===== src/rtl/pid_pkg.sv =====
// Shared types, constants and random-draw helpers for the packet impairment decider.
`timescale 1ns / 1ps
package pid_pkg;

  localparam int unsigned PctW    = 7;
  localparam int unsigned OffsetW = 14;
  localparam int unsigned WidthW  = 16;
  localparam int unsigned GenW    = 32;
  localparam int unsigned CfgIdxW = 3;
  localparam int unsigned PosSumW = 25;  // corrupt offset plus a 24-bit position draw

  localparam logic [GenW-1:0]    SeedReset  = 32'h5555_5555;
  localparam logic [PctW-1:0]    PctRange   = 7'd100;
  localparam logic [WidthW-1:0]  WidthReset = 16'd1;

  // Configuration register indexes
  typedef enum logic [CfgIdxW-1:0] {
    REG_REORDER_PCT    = 3'd0,
    REG_CORRUPT_PCT    = 3'd1,
    REG_CORRUPT_OFFSET = 3'd2,
    REG_CORRUPT_WIDTH  = 3'd3,
    REG_RANDOM_SEED    = 3'd4
  } cfg_reg_e;

  // Settings the draw unit needs
  typedef struct packed {
    logic [PctW-1:0]   reorder_pct;
    logic [PctW-1:0]   corrupt_pct;
    logic [WidthW-1:0] corrupt_width;
  } rng_cfg_t;

  // Candidate draws for one item; state[j] is the generator after j+1 steps
  typedef struct packed {
    logic [3:0][GenW-1:0] state;
    logic                 reorder_hit;
    logic [2:0]           corrupt_hit;
    logic [2:0][GenW-1:0] corrupt_rnd;
  } rng_t;

  // One xorshift32 step (13, 17, 5)
  function automatic logic [GenW-1:0] xorshift32(input logic [GenW-1:0] x);
    logic [GenW-1:0] y;
    y = x ^ (x << 13);
    y = y ^ (y >> 17);
    y = y ^ (y << 5);
    return y;
  endfunction

  // floor(x * 100 / 2^32)
  function automatic logic [PctW-1:0] draw_pct(input logic [GenW-1:0] x);
    logic [GenW+PctW-1:0] p;
    p = {{PctW{1'b0}}, x} * {{GenW{1'b0}}, PctRange};
    return p[GenW +: PctW];
  endfunction

endpackage


===== src/rtl/pid_rng.sv =====
// Generator chain and parallel candidate draws for one item.
`timescale 1ns / 1ps
module pid_rng (
  input  logic [pid_pkg::GenW-1:0] gen_i,
  input  pid_pkg::rng_cfg_t        cfg_i,
  output pid_pkg::rng_t            rng_o
);

  localparam int unsigned ProdW = pid_pkg::GenW + pid_pkg::WidthW;

  logic [3:0][pid_pkg::GenW-1:0] st;
  logic [2:0][ProdW-1:0]         wprod;

  // Four chained generator steps, enough for the longest item
  always_comb begin
    st[0] = pid_pkg::xorshift32(gen_i);
    st[1] = pid_pkg::xorshift32(st[0]);
    st[2] = pid_pkg::xorshift32(st[1]);
    st[3] = pid_pkg::xorshift32(st[2]);
  end

  // Percent checks and position draws for every place they may fall
  always_comb begin
    rng_o.state       = st;
    rng_o.reorder_hit = pid_pkg::draw_pct(st[0]) < cfg_i.reorder_pct;
    for (int j = 0; j < 3; j++) begin
      rng_o.corrupt_hit[j] = pid_pkg::draw_pct(st[j]) < cfg_i.corrupt_pct;
      wprod[j] = {{pid_pkg::WidthW{1'b0}}, st[j+1]} *
                 {{pid_pkg::GenW{1'b0}}, cfg_i.corrupt_width};
      // range is width*256; a zero width wraps to 2^32 and yields the whole word
      if (cfg_i.corrupt_width == '0) begin
        rng_o.corrupt_rnd[j] = st[j+1];
      end else begin
        rng_o.corrupt_rnd[j] = {8'd0, wprod[j][24 +: 24]};
      end
    end
  end

endmodule


===== config.mk =====
export PLATFORM = sky130hd
export DESIGN_NAME = pid_rng
export DESIGN_NICKNAME = d
export VERILOG_FILES = /design/src/rtl/pid_pkg.sv /design/src/rtl/pid_rng.sv
export SDC_FILE = /design/constraint.sdc
export NUM_CORES = 2
export LEC_CHECK = 0
export BUFFER_PORTS_ARGS = -buffer_cell sky130_fd_sc_hd__buf_2
export CAP_MARGIN = 20
export CORE_MARGIN = 2
export CORE_UTILIZATION = 55
export DETAILED_ROUTE_END_ITERATION = 8
export GPL_ROUTABILITY_DRIVEN = 0
export PLACE_DENSITY_LB_ADDON = 0.05
export SYNTH_ARGS = -nofsm -noshare
export SYNTH_HDL_FRONTEND = slang
export SYNTH_SLANG_ARGS = --single-unit

===== constraint.sdc =====
create_clock -name vclk -period 21.1
set_input_delay 1.055 -clock vclk [all_inputs]
set_output_delay 1.055 -clock vclk [all_outputs]
set_load 0.1 [all_outputs]

==> metrics.csv <==
stage;metric;value;unit
critical_path;cp_max_fo;24;
final_layout;ff_latch_area;0;sq um
final_layout;fin_area;60700;sq um
final_layout;clkbuf_count;0;
drt;avgViaCountPerCell;5.60;
drt;ant_nets;0;
drt;wl;176000;um
sta;max_freq;69.8;MHz
yosys;ys_seq_area_share;0;%
sta;worst_pin_slew;1.06;ns
global_routing;grt_pass1_wl;280000;um
critical_path;cp_slowest_cell;xor2_1;
floorplanning;die_w;327;um
sta;setup_viol;0;
drt;vias;44500;
sta;layout_min_cycle_time;14.34;ns
sta;hold_viol;0;
sta;period_share;67.9;%
sta;slew_violations;0;
floorplanning;start_util;55.4;%
critical_path;critPathArrivalTime;13.28;ns
floorplanning;io_pins;290;
final_layout;seq_cells;0;
floorplanning;rows;118;
yosys;synth_warnings;0;
critical_path;max_stage_delay;0.81;ns
run;cap_viol_max_count;0;
yosys;syn_avg_cell_area;8.80;sq um
critical_path;crit_path_start_kind;input port;
sta;rsz0062_at_grt;no;
drt;firstDrtPassIters;6;
final_layout;final_util;58.8;%
final_layout;nets;8625;
drt;wl_per_cell;22.2;um
placement;io_buffers;290;
sta;max-slew-margin-rel;29.0;%
cts;ctsResizeCount;0;
critical_path;critPathTopFamily;XOR/XNOR gates;
final_layout;final_cell_mix;inv_1, fa_1, nand2_1;
global_routing;grt_max_degree;65;
yosys;synthCells;6503;
yosys;yosysUniqueCellTypes;71;
sta;holdWs;2.76;ns
cts;cts.hold.buffers_added;0;
sta;finalSetupTns;0;ns
drt;first_iter_violations;3066;
global_routing;track_usage;34.2;%
final_layout;mostFrequentLayoutCell;inv_1;
placement;dpl_cell_area;60700;sq um
critical_path;cp-startpoint;gen_i[6];
final_layout;syn_to_final_growth;6.15;%
critical_path;endpoint_kind;output port;
floorplanning;die_height;327;um
placement;hpwl;126000;um
run_status;status;completed;
yosys;syn_area;57200;sq um
final_layout;drive_gt1_share;8.23;%
global_routing;grt_pass1_vias;47400;
critical_path;crit_path_frequent_cell;fa_1;
min_path;min_path_type;in -> out;
floorplanning;dieArea;107000;sq um
critical_path;required;20.05;ns
floorplanning;core-area;103000;sq um
critical_path;cp_num_buf_inv;8;
drt;drc;0;
min_path;min_from;cfg_i[29];
critical_path;worstSetupPathType;in -> out;
cts;post_cts_buffers;0;
global_routing;grt.overflow.total;0;
global_routing;antenna_found_initial;3;
yosys;synth_fp_nets;8563;
-- routing by layer --
metal | wire length (um) | track usage [%]
met5 | 0 | 0
met3 | 13500 | 3.63
met4 | 5840 | 8.71
met2 | 82500 | 56.4
met1 | 74600 | 48.5
-- Yosys cell counts (24+ instances only) --
master | n | area share [%]
nand4_1 | 30 | 0.33
o21ai_0 | 79 | 0.69
xnor2_1 | 235 | 3.6
nand2_1 | 1111 | 7.3
fa_1 | 1329 | 47
a21o_1 | 103 | 1.4
and2_1 | 507 | 5.5
ha_1 | 669 | 15
buf_1 | 31 | 0.20
a21oi_1 | 171 | 1.5
nor2_1 | 104 | 0.68
nand3_1 | 26 | 0.23
clkbuf_1 | 305 | 2.0
o21a_1 | 24 | 0.31
xor2_1 | 121 | 1.9
inv_1 | 1417 | 9.3
-- tightest hold or removal path: cells and delay by family --
family | cells | cell delay, ns
adder cells (fa/ha/maj) | 1 | 0.14
buffers and inverters | 3 | 0.46
AND/OR/NAND/NOR | 1 | 0.04
-- through the flow --
step                std cells  setup WS (ns)
finish                   7948           6.76
global route             7945           6.19
CTS                      7941           6.76
detailed placement       7941           6.76
global placement         7940           6.95
floorplan                6503           4.78
-- final timing paths --
kind        end  slack (ns)  depth (start not counted)
max   rng_o[83]        6.76                         42
min   rng_o[99]        2.76                          5
-- cell type report --
class / instances / area (sq um)
Inverter: 1420 / 5330
Multi-Input combinational cell: 4733 / 51200
Tap cell: 1380 / 1730
Fill cell: 9411 / 42600
Timing Repair Buffer: 410 / 2410
Antenna cell: 5 / 12.5
-- cell families (layout without fill, tap and decap cells) --
kind of cell	Yosys count	count (layout)	share of synthesized area [%]
other	0	5	0
AOI/OAI and AO/OA	475	475	5.23
adders and majority gates	1998	1998	61.1
xor gates and xnor gates	402	402	7.02
buffers and inverters	1770	1830	11.7
and+or+nand+nor	1858	1858	14.9
